===== src/itad_pkg.sv =====
// Package for the integer to ASCII digits block.
// Holds the value width, the digit counts, the format codes, character codes
// and the types shared by the front, the queue and the back. No dependencies.
`default_nettype none

package itad_pkg;

   // Value width as carried on the input channel
   localparam int VALUE_BITS = 32;

   // Decimal digits needed for the largest unsigned value: floor(bits*log10(2)) + 1
   localparam int DEC_DIGITS = (VALUE_BITS * 30103) / 100000 + 1;
   localparam int DIGITS     = DEC_DIGITS;
   localparam int BCD_W      = DIGITS * 4;
   localparam int IDX_W      = $clog2(DIGITS);

   // Double-dabble runs two bits per cycle
   localparam int ITERS = (VALUE_BITS + 1) / 2;
   localparam int SHR_W = ITERS * 2;
   localparam int CNT_W = $clog2(ITERS + 1);

   // Queue between front and back
   localparam int QUEUE_DEPTH = 2;
   localparam int QPTR_W      = (QUEUE_DEPTH > 1) ? $clog2(QUEUE_DEPTH) : 1;
   localparam int QCNT_W      = $clog2(QUEUE_DEPTH + 1);

   // Format codes; any other code prints as unsigned decimal
   localparam logic [1:0] CMD_SIGNED_DEC   = 2'd0;
   localparam logic [1:0] CMD_UNSIGNED_DEC = 2'd1;
   localparam logic [1:0] CMD_HEX          = 2'd2;

   // Character codes
   localparam logic [7:0] CHAR_MINUS = 8'h2D;
   localparam logic [7:0] CHAR_ZERO  = 8'h30;
   localparam logic [7:0] CHAR_A     = 8'h61;

   // Classified item as it waits in the queue
   typedef struct packed {
      logic                  neg;
      logic                  hex;
      logic [VALUE_BITS-1:0] mag;
   } item_type;

   // Queue status seen by both sides
   typedef struct packed {
      logic full;
      logic not_empty;
   } qstat_type;

endpackage

`default_nettype wire


===== src/itad_if.sv =====
// Channel interfaces of the integer to ASCII digits block.
// Request channel carries format and value, response channel one character.
// Depends on itad_pkg.
`default_nettype none

interface itad_req_if import itad_pkg::*; ();
   logic                  valid;
   logic                  ready;
   logic [1:0]            command;
   logic [VALUE_BITS-1:0] value;

   modport source (output valid, output command, output value, input ready);
   modport sink   (input valid, input command, input value, output ready);
endinterface

interface itad_rsp_if;
   logic       valid;
   logic       ready;
   logic [7:0] character;
   logic       last;

   modport source (output valid, output character, output last, input ready);
   modport sink   (input valid, input character, input last, output ready);
endinterface

`default_nettype wire


===== src/itad_front.sv =====
// Front of the integer to ASCII digits block: accepts request items,
// splits off the sign and pushes the magnitude into the queue.
// Depends on itad_pkg and itad_if.
`default_nettype none

module itad_front import itad_pkg::*; (
   itad_req_if.sink  req,
   input  qstat_type qstat,
   output logic      push,
   output item_type  item
);

   logic [VALUE_BITS-1:0] raw;

   assign raw       = req.value;
   assign req.ready = !qstat.full;
   assign push      = req.valid && !qstat.full;

   always_comb begin
      item.neg = 1'b0;
      item.hex = 1'b0;
      unique case (req.command)
         CMD_SIGNED_DEC: item.neg = raw[VALUE_BITS-1];
         CMD_HEX:        item.hex = 1'b1;
         default:        item.neg = 1'b0;
      endcase
      // two's complement magnitude; the most negative value maps onto itself
      item.mag = item.neg ? (~raw + VALUE_BITS'(1)) : raw;
   end

endmodule

`default_nettype wire


===== src/itad_queue.sv =====
// Short queue between the front and the back of the integer to ASCII block.
// Register array with read and write pointers and a fill count.
// Depends on itad_pkg.
`default_nettype none

module itad_queue import itad_pkg::*; (
   input  logic      clock,
   input  logic      reset,
   input  logic      push,
   input  item_type  wr_item,
   input  logic      pop,
   output item_type  rd_item,
   output qstat_type qstat
);

   item_type          mem_ff [QUEUE_DEPTH];
   logic [QPTR_W-1:0] wr_ptr_ff, wr_ptr_in;
   logic [QPTR_W-1:0] rd_ptr_ff, rd_ptr_in;
   logic [QCNT_W-1:0] count_ff, count_in;

   function automatic logic [QPTR_W-1:0] ptr_next(input logic [QPTR_W-1:0] p);
      return (p == QPTR_W'(QUEUE_DEPTH - 1)) ? '0 : p + QPTR_W'(1);
   endfunction

   assign qstat.full      = (count_ff == QCNT_W'(QUEUE_DEPTH));
   assign qstat.not_empty = (count_ff != '0);
   assign rd_item         = mem_ff[rd_ptr_ff];

   always_comb begin
      wr_ptr_in = push ? ptr_next(wr_ptr_ff) : wr_ptr_ff;
      rd_ptr_in = pop  ? ptr_next(rd_ptr_ff) : rd_ptr_ff;
      count_in  = count_ff;
      if (push && !pop) begin
         count_in = count_ff + QCNT_W'(1);
      end else if (pop && !push) begin
         count_in = count_ff - QCNT_W'(1);
      end
   end

   always_ff @(posedge clock) begin
      if (reset) begin
         wr_ptr_ff <= '0;
         rd_ptr_ff <= '0;
         count_ff  <= '0;
      end else begin
         wr_ptr_ff <= wr_ptr_in;
         rd_ptr_ff <= rd_ptr_in;
         count_ff  <= count_in;
      end
   end

   always_ff @(posedge clock) begin
      if (push) begin
         mem_ff[wr_ptr_ff] <= wr_item;
      end
   end

`ifndef ASSERT_OFF
   a_no_overflow: assert property (@(posedge clock) disable iff (reset)
      push |-> (!qstat.full || pop))
      else $error("queue push while full");
   a_no_underflow: assert property (@(posedge clock) disable iff (reset)
      pop |-> qstat.not_empty)
      else $error("queue pop while empty");
   a_count_bound: assert property (@(posedge clock) disable iff (reset)
      count_ff <= QCNT_W'(QUEUE_DEPTH))
      else $error("queue count out of range");
`endif

endmodule

`default_nettype wire


===== src/itad_back.sv =====
// Back of the integer to ASCII digits block: double-dabble conversion of decimal
// items, leading zero skip, and one character per cycle into the output register
// while its slot is free. Depends on itad_pkg and itad_if.
`default_nettype none

module itad_back import itad_pkg::*; (
   input  logic       clock,
   input  logic       reset,
   input  item_type   item,
   input  qstat_type  qstat,
   output logic       pop,
   itad_rsp_if.source rsp
);

   typedef enum logic [2:0] {
      S_IDLE = 3'b001,
      S_CONV = 3'b010,
      S_EMIT = 3'b100
   } state_type;

   state_type          state_ff, state_in;
   logic [SHR_W-1:0]   shr_ff, shr_in;
   logic [BCD_W-1:0]   bcd_ff, bcd_in;
   logic [CNT_W-1:0]   cnt_ff, cnt_in;
   logic [IDX_W-1:0]   idx_ff, idx_in;
   logic               sign_ff, sign_in;
   logic               hex_ff, hex_in;
   logic               valid_ff, valid_in;
   logic [7:0]         char_ff, char_in;
   logic               last_ff, last_in;
   logic               load;
   logic               slot_free;
   logic [3:0]         nib;
   logic [IDX_W-1:0]   lead;

   function automatic logic [BCD_W-1:0] dd_adjust(input logic [BCD_W-1:0] b);
      logic [BCD_W-1:0] r;
      r = b;
      for (int i = 0; i < DIGITS; i++) begin
         if (r[4*i +: 4] >= 4'd5) begin
            r[4*i +: 4] = r[4*i +: 4] + 4'd3;
         end
      end
      return r;
   endfunction

   assign slot_free = !valid_ff || rsp.ready;
   assign nib       = bcd_ff[4*idx_ff +: 4];

   // highest nonzero digit, zero value gives index zero
   always_comb begin
      lead = '0;
      for (int i = 0; i < DIGITS; i++) begin
         if (bcd_ff[4*i +: 4] != 4'd0) begin
            lead = IDX_W'(i);
         end
      end
   end

   always_comb begin
      logic [BCD_W-1:0] b;
      logic [SHR_W-1:0] s;
      state_in = state_ff;
      shr_in   = shr_ff;
      bcd_in   = bcd_ff;
      cnt_in   = cnt_ff;
      idx_in   = idx_ff;
      sign_in  = sign_ff;
      hex_in   = hex_ff;
      pop      = 1'b0;
      load     = 1'b0;
      char_in  = char_ff;
      last_in  = last_ff;
      b        = bcd_ff;
      s        = shr_ff;
      unique case (state_ff)
         S_IDLE: begin
            if (qstat.not_empty) begin
               pop      = 1'b1;
               sign_in  = item.neg;
               hex_in   = item.hex;
               shr_in   = SHR_W'(item.mag);
               // hex needs no conversion: nibbles are the digits
               bcd_in   = item.hex ? BCD_W'(item.mag) : '0;
               cnt_in   = item.hex ? CNT_W'(ITERS) : '0;
               state_in = S_CONV;
            end
         end
         S_CONV: begin
            if (cnt_ff != CNT_W'(ITERS)) begin
               b = dd_adjust(b);
               b = {b[BCD_W-2:0], s[SHR_W-1]};
               s = {s[SHR_W-2:0], 1'b0};
               b = dd_adjust(b);
               b = {b[BCD_W-2:0], s[SHR_W-1]};
               s = {s[SHR_W-2:0], 1'b0};
               bcd_in = b;
               shr_in = s;
               cnt_in = cnt_ff + CNT_W'(1);
            end else begin
               idx_in   = lead;
               state_in = S_EMIT;
            end
         end
         S_EMIT: begin
            if (slot_free) begin
               load = 1'b1;
               if (sign_ff) begin
                  char_in = CHAR_MINUS;
                  last_in = 1'b0;
                  sign_in = 1'b0;
               end else begin
                  char_in = (nib < 4'd10) ? (CHAR_ZERO + 8'(nib))
                                          : (CHAR_A + 8'(nib) - 8'd10);
                  last_in = (idx_ff == '0);
                  if (idx_ff == '0) begin
                     state_in = S_IDLE;
                  end else begin
                     idx_in = idx_ff - IDX_W'(1);
                  end
               end
            end
         end
         default: begin
            state_in = S_IDLE;
         end
      endcase
      valid_in = load ? 1'b1 : (rsp.ready ? 1'b0 : valid_ff);
   end

   always_ff @(posedge clock) begin
      if (reset) begin
         state_ff <= S_IDLE;
         valid_ff <= 1'b0;
         sign_ff  <= 1'b0;
      end else begin
         state_ff <= state_in;
         valid_ff <= valid_in;
         sign_ff  <= sign_in;
      end
   end

   always_ff @(posedge clock) begin
      shr_ff  <= shr_in;
      bcd_ff  <= bcd_in;
      cnt_ff  <= cnt_in;
      idx_ff  <= idx_in;
      hex_ff  <= hex_in;
      char_ff <= char_in;
      last_ff <= last_in;
   end

   assign rsp.valid     = valid_ff;
   assign rsp.character = char_ff;
   assign rsp.last      = last_ff;

`ifndef ASSERT_OFF
   a_cnt_bound: assert property (@(posedge clock) disable iff (reset)
      (state_ff == S_CONV) |-> (cnt_ff <= CNT_W'(ITERS)))
      else $error("conversion count past end");
   a_bcd_digit: assert property (@(posedge clock) disable iff (reset)
      (state_ff == S_EMIT && load && !sign_ff && !hex_ff) |-> (nib < 4'd10))
      else $error("decimal digit out of range");
   a_idle_no_sign: assert property (@(posedge clock) disable iff (reset)
      (state_ff == S_IDLE) |-> !sign_ff)
      else $error("sign pending while idle");
   a_pop_only_idle: assert property (@(posedge clock) disable iff (reset)
      pop |=> (state_ff == S_CONV))
      else $error("pop did not start a conversion");
`endif

endmodule

`default_nettype wire


===== src/integer_to_ascii_digits.sv =====
// Integer to ASCII digits: value and format in, one or more characters per item out.
// An accepted item is written into the queue at once, and the back pops it when idle;
// decimal conversion takes 16 double-dabble steps of two bits, hex skips these steps.
// The queue keeps taking items while the back works; the back, with one shared double-dabble
// unit, handles one item at a time and emits N = 1..11 characters, one per free output slot.
// Reset: synchronous, active high; clears queue pointers, back state and output valid.
`default_nettype none

module integer_to_ascii_digits import itad_pkg::*; (
   input  logic       clock,
   input  logic       reset,
   itad_req_if.sink   req_chan,
   itad_rsp_if.source rsp_chan
);

   // Classified item handed from front to queue and from queue to back
   item_type  push_item;
   item_type  pop_item;
   qstat_type qstat;
   logic      push;
   logic      pop;

   // Front: take the item when the queue has room, split sign from magnitude
   itad_front u_front (
      .req   (req_chan),
      .qstat (qstat),
      .push  (push),
      .item  (push_item)
   );

   // Queue: hold classified items so intake keeps going while the back emits text
   itad_queue u_queue (
      .clock   (clock),
      .reset   (reset),
      .push    (push),
      .wr_item (push_item),
      .pop     (pop),
      .rd_item (pop_item),
      .qstat   (qstat)
   );

   // Back: convert to digits, drop leading zeros, advance one character per free slot
   itad_back u_back (
      .clock (clock),
      .reset (reset),
      .item  (pop_item),
      .qstat (qstat),
      .pop   (pop),
      .rsp   (rsp_chan)
   );

endmodule

`default_nettype wire

===== src/flat_wrapper.sv =====
// flat-port wrapper written by rule: the top's interface ports become plain ports
module integer_to_ascii_digits_flat import itad_pkg::*;
  (clock, reset, req_chan_valid, req_chan_command, req_chan_value, req_chan_ready, rsp_chan_valid, rsp_chan_character, rsp_chan_last, rsp_chan_ready);
  itad_req_if req_chan_i ();
  itad_rsp_if rsp_chan_i ();
  input  logic clock;
  input  logic reset;
  input wire logic [$bits(req_chan_i.valid)-1:0] req_chan_valid;
  input wire logic [$bits(req_chan_i.command)-1:0] req_chan_command;
  input wire logic [$bits(req_chan_i.value)-1:0] req_chan_value;
  output wire logic [$bits(req_chan_i.ready)-1:0] req_chan_ready;
  output wire logic [$bits(rsp_chan_i.valid)-1:0] rsp_chan_valid;
  output wire logic [$bits(rsp_chan_i.character)-1:0] rsp_chan_character;
  output wire logic [$bits(rsp_chan_i.last)-1:0] rsp_chan_last;
  input wire logic [$bits(rsp_chan_i.ready)-1:0] rsp_chan_ready;
  assign req_chan_i.valid = req_chan_valid;
  assign req_chan_i.command = req_chan_command;
  assign req_chan_i.value = req_chan_value;
  assign req_chan_ready = req_chan_i.ready;
  assign rsp_chan_valid = rsp_chan_i.valid;
  assign rsp_chan_character = rsp_chan_i.character;
  assign rsp_chan_last = rsp_chan_i.last;
  assign rsp_chan_i.ready = rsp_chan_ready;
  integer_to_ascii_digits u_core (.clock(clock), .reset(reset), .req_chan(req_chan_i), .rsp_chan(rsp_chan_i));
endmodule

===== config.mk =====
export PLATFORM = sky130hd
export DESIGN_NAME = integer_to_ascii_digits_flat
export DESIGN_NICKNAME = d
export VERILOG_FILES = /design/src/itad_pkg.sv /design/src/itad_if.sv /design/src/itad_front.sv /design/src/itad_queue.sv /design/src/itad_back.sv /design/src/integer_to_ascii_digits.sv /design/src/flat_wrapper.sv
export SDC_FILE = /design/constraint.sdc
export NUM_CORES = 1
export LEC_CHECK = 0
export ABC_AREA = 0
export ABC_CLOCK_PERIOD_IN_PS = 5100
export BUFFER_PORTS_ARGS = -buffer_cell sky130_fd_sc_hd__buf_2
export CELL_PAD_IN_SITES_DETAIL_PLACEMENT = 0
export CELL_PAD_IN_SITES_GLOBAL_PLACEMENT = 1
export CORE_UTILIZATION = 25
export DETAILED_ROUTE_END_ITERATION = 10
export PLACE_DENSITY_LB_ADDON = 0.1
export SYNTH_ARGS = -nofsm -noshare
export SYNTH_HDL_FRONTEND = slang
export SYNTH_SLANG_ARGS = --single-unit

===== constraint.sdc =====
create_clock -name clock -period 5.1 [get_ports clock]
set_clock_uncertainty 0.2 [all_clocks]
set_input_delay 0.255 -clock clock [delete_from_list [all_inputs] [get_ports clock]]
set_output_delay 0.255 -clock clock [all_outputs]
set_load 0.01 [all_outputs]

==> reports/results.ini <==
[yosys]
yosysUniqueCellTypes = 54
synth_nets = 898
synthCells = 831
synth_area_per_cell_um2 = 11.1
synth-edff-count = 157
synth_seq_area_share_pct = 53.1
async_flop_share_pct = 0
synth_top_area_share_pct = 50.9
ys_warn_count = 0
synth_commonest_cells = edfxtp_1 (157), a21oi_1 (84), nor2_1 (83), mux2i_1 (57), xnor2_1 (47)
yosys_register_bits = 167
yosys.area.top_type = edfxtp_1
synthTopCellsByArea = edfxtp_1 (51%), mux2i_1 (6.2%), a21oi_1 (4.5%), xnor2_1 (4.4%), ha_1 (3.9%)
syn_area_um2 = 9260
ys.flop_type = edfxtp_1
yosysMostFrequentCell = edfxtp_1

[final_layout]
drive_gt1_share_pct = 11.5
nNetsFinal = 972
syn2layout_area_growth_pct = 18.1
n_antenna_cell = 0
stdcell_count = 1386

[global_route]
grt_pass1_vias = 6355
antenna_found_initial = 0
grt_max_degree = 66
grt_pass1_wl_um = 36300
overflow = 0
track_usage_pct = 12.6

[sta]
tns_ns = 0
fin_crit_sh_pct = 63.0
setup_viol = 0
relSlewSlack_pct = 27.9
grt_setup_unrepaired = false
fmax_mhz = 311
slew_violations = 0
fin_ws_ns = 1.89
worst_slew_pin_slew_ns = 1.08
hold_viol_final = 0
finalCriticalPeriod_ns = 3.21

[min_path]
hold_path_class = in -> reg
hold_start = req_chan_value[14]
min_path_cells = 2
holdPathEnd = u_core.u_queue.mem_ff[1][14]$_DFFE_PP_

[worst_setup_path]
cpPeakStageDelay_ns = 0.92
crit_buf_inv = 0
cp_top_family = flip-flops
r2r_cells = 6
r2r-end = u_core.u_back.rsp.character[2]$_SDFFCE_PP1P_
worstPathRequired_ns = 5.09
worst_ep_arrival_time_ns = 3.21
worst-setup-path-type = reg -> reg
cp-end-kind = flip-flop
r2r_slack_ns = 1.89
critPathMaxFanout = 20
timing.rr.start = u_core.u_back.idx_ff[0]$_DFFE_PP_
path_cells = mux4_2 -> a2bb2oi_1 -> a22oi_1 -> ha_1 -> nand2_1 -> a211o_1
crit_slowest_cell = edfxtp_1
start_kind = flip-flop

[detailed_routing]
num_vias = 6352
drt-met1-wl_um = 12200
met2_length_um = 10100
initialDrtViolationCount = 264
drt_wl_total_um = 23100
route.top_layer_used = met4
wire_per_inst_um = 16.7
wl_met3_um = 484
dr.pass1.iters = 4
drc = 0
antenna_left = 0
drt-vias-per-instance = 4.58

[pwr]
p_per_area_nw_per_um2 = 635
power.total_mw = 6.95
ir_drop_mv = 0.277
p_leak_nw = 3.91

[clock_network]
clock-root-buffer = clkbuf_16
cts_sinks = 167
cts.clk_slew.worst_paths_ns = 0.07
cts_max_path_buffers = 2
h-tree-depth = 4
cts_tree = done
cts_resized = 0
clock_latency_ns = 0.44
cts_buffers = 17

[placement]
hpwl_um = 16400
gp_congestion = 0.701
pre_cts_ws_ns = 1.89
port-buffer-count = 47
dp.cells = 1323

[floorplanning]
start_util_pct = 25.4
die_y_um = 194
num_io_pins = 49
core_area_um2 = 36500
die_w_um = 194
placementRows = 70
dieArea_um2 = 37800

[run_status]
status = finished clean

[flow_run]
cap_viol_max_count = 0

-- report_power, final --
group          total, mW  internal, mW  leakage, nW  switching (mW)
combinational       3.08          1.27         2.06            1.81
sequential          2.54          2.16         1.57           0.377
clock               1.33         0.735        0.289           0.596
total               6.95          4.16         3.91            2.79
-- sequential cells by signal (all words and copies together), names as in the netlist, named ones only --
register and count:
u_core.u_back.idx_ff 4, u_core.u_queue.mem_ff 68, u_core.u_back.cnt_ff 5, u_core.u_queue.count_ff 2, u_core.u_back.shr_ff 32, u_core.u_back.rsp.last 1
u_core.u_back.state_ff 3, u_core.u_back.sign_ff 1, u_core.u_back.rsp.valid 1, u_core.u_back.bcd_ff 40, u_core.u_back.rsp.character 7, u_core.u_queue.wr_ptr_ff 1
u_core.u_queue.rd_ptr_ff 1
-- repair_timing --
action	CTS	global route
endpoints found under the hold margin	66	0
setup buffers	0	0
setup endpoints to repair	0	0
hold buffers	31	0
-- worst max path at each step --
stage,end,start,cells after the start
floorplan,u_core.u_back.bcd_ff[0]$_DFFE_PP_,u_core.u_back.cnt_ff[0]$_SDFFCE_PN0P_,6
global placement,u_core.u_back.rsp.character[2]$_SDFFCE_PP1P_,u_core.u_back.idx_ff[0]$_DFFE_PP_,6
detailed placement,u_core.u_back.rsp.character[2]$_SDFFCE_PP1P_,u_core.u_back.idx_ff[0]$_DFFE_PP_,6
CTS,u_core.u_back.rsp.character[2]$_SDFFCE_PP1P_,u_core.u_back.idx_ff[0]$_DFFE_PP_,6
global route,u_core.u_back.rsp.character[2]$_SDFFCE_PP1P_,u_core.u_back.idx_ff[0]$_DFFE_PP_,6
finish,u_core.u_back.rsp.character[2]$_SDFFCE_PP1P_,u_core.u_back.idx_ff[0]$_DFFE_PP_,6
-- worst reg2reg max path, stage by stage (launching register included) --
cell and delay [ns]:
edfxtp_1 0.92, mux4_2 0.60, a2bb2oi_1 0.15, a22oi_1 0.48
ha_1 0.26, nand2_1 0.07, a211o_1 0.29
-- layout by cell type, fill, tap and decap left out, drive strengths merged, types with 6 or more instances in the layout --
cell type    instances
xor2                17
dfxtp               10
a21boi               8
a21oi               84
nand3               10
clkbuf              17
ha                  29
buf                 54
nand2               36
o31ai                6
mux2i               57
nor3                11
and2                 6
a2bb2oi              9
mux2                 6
inv                 47
xnor2               47
or3                  6
o22ai               33
dlygate4sd3         31
nor3b               23
a21o                 9
nor2b                7
nor2                83
edfxtp             157
nand2b              19
o21ai               36
-- logic make-up (layout without fill, tap and decap cells) --
family                     Yosys count  after routing  synth area share, %
muxes                               68             68                 8.11
other                                2              2               0.0811
buffers and inverters               70            157                 2.91
DFF                                167            167                 53.1
adders and majority gates           29             29                 3.92
xor gates and xnor gates            64             64                 6.05
and+or+nand+nor                    214            214                 11.5
AOI/OAI and AO/OA                  217            217                 14.3
-- area by class of cell --
cell class | count | area (um2)
fill | 3708 | 25600
sequential | 167 | 4920
multi-input combinational | 594 | 4090
timing repair buffer | 85 | 598
tap | 468 | 586
clock buffer | 17 | 425
clock inverter | 15 | 166
inverter | 40 | 150
-- layer usage --
metal	GRT usage, %	up-vias
li1	-	3224
met1	17.6	3036
met2	19.3	75
met3	2.62	17
met4	4.17	0
met5	0	-
-- through the flow --
step / hold slack, ns / util (%) / area, um2
6_report: 0.0260 / 29.9 / 10900
5_1_grt: 0.0122 / 29.9 / 10900
4_1_cts: 0.00233 / 29.9 / 10900
3_5_place_dp: 0.294 / 27.5 / 10000
3_3_place_gp: 0.286 / 27.5 / 10000
2_1_floorplan: 0.154 / - / 9260
No activity file was read; power rests on OpenSTA's default activity.
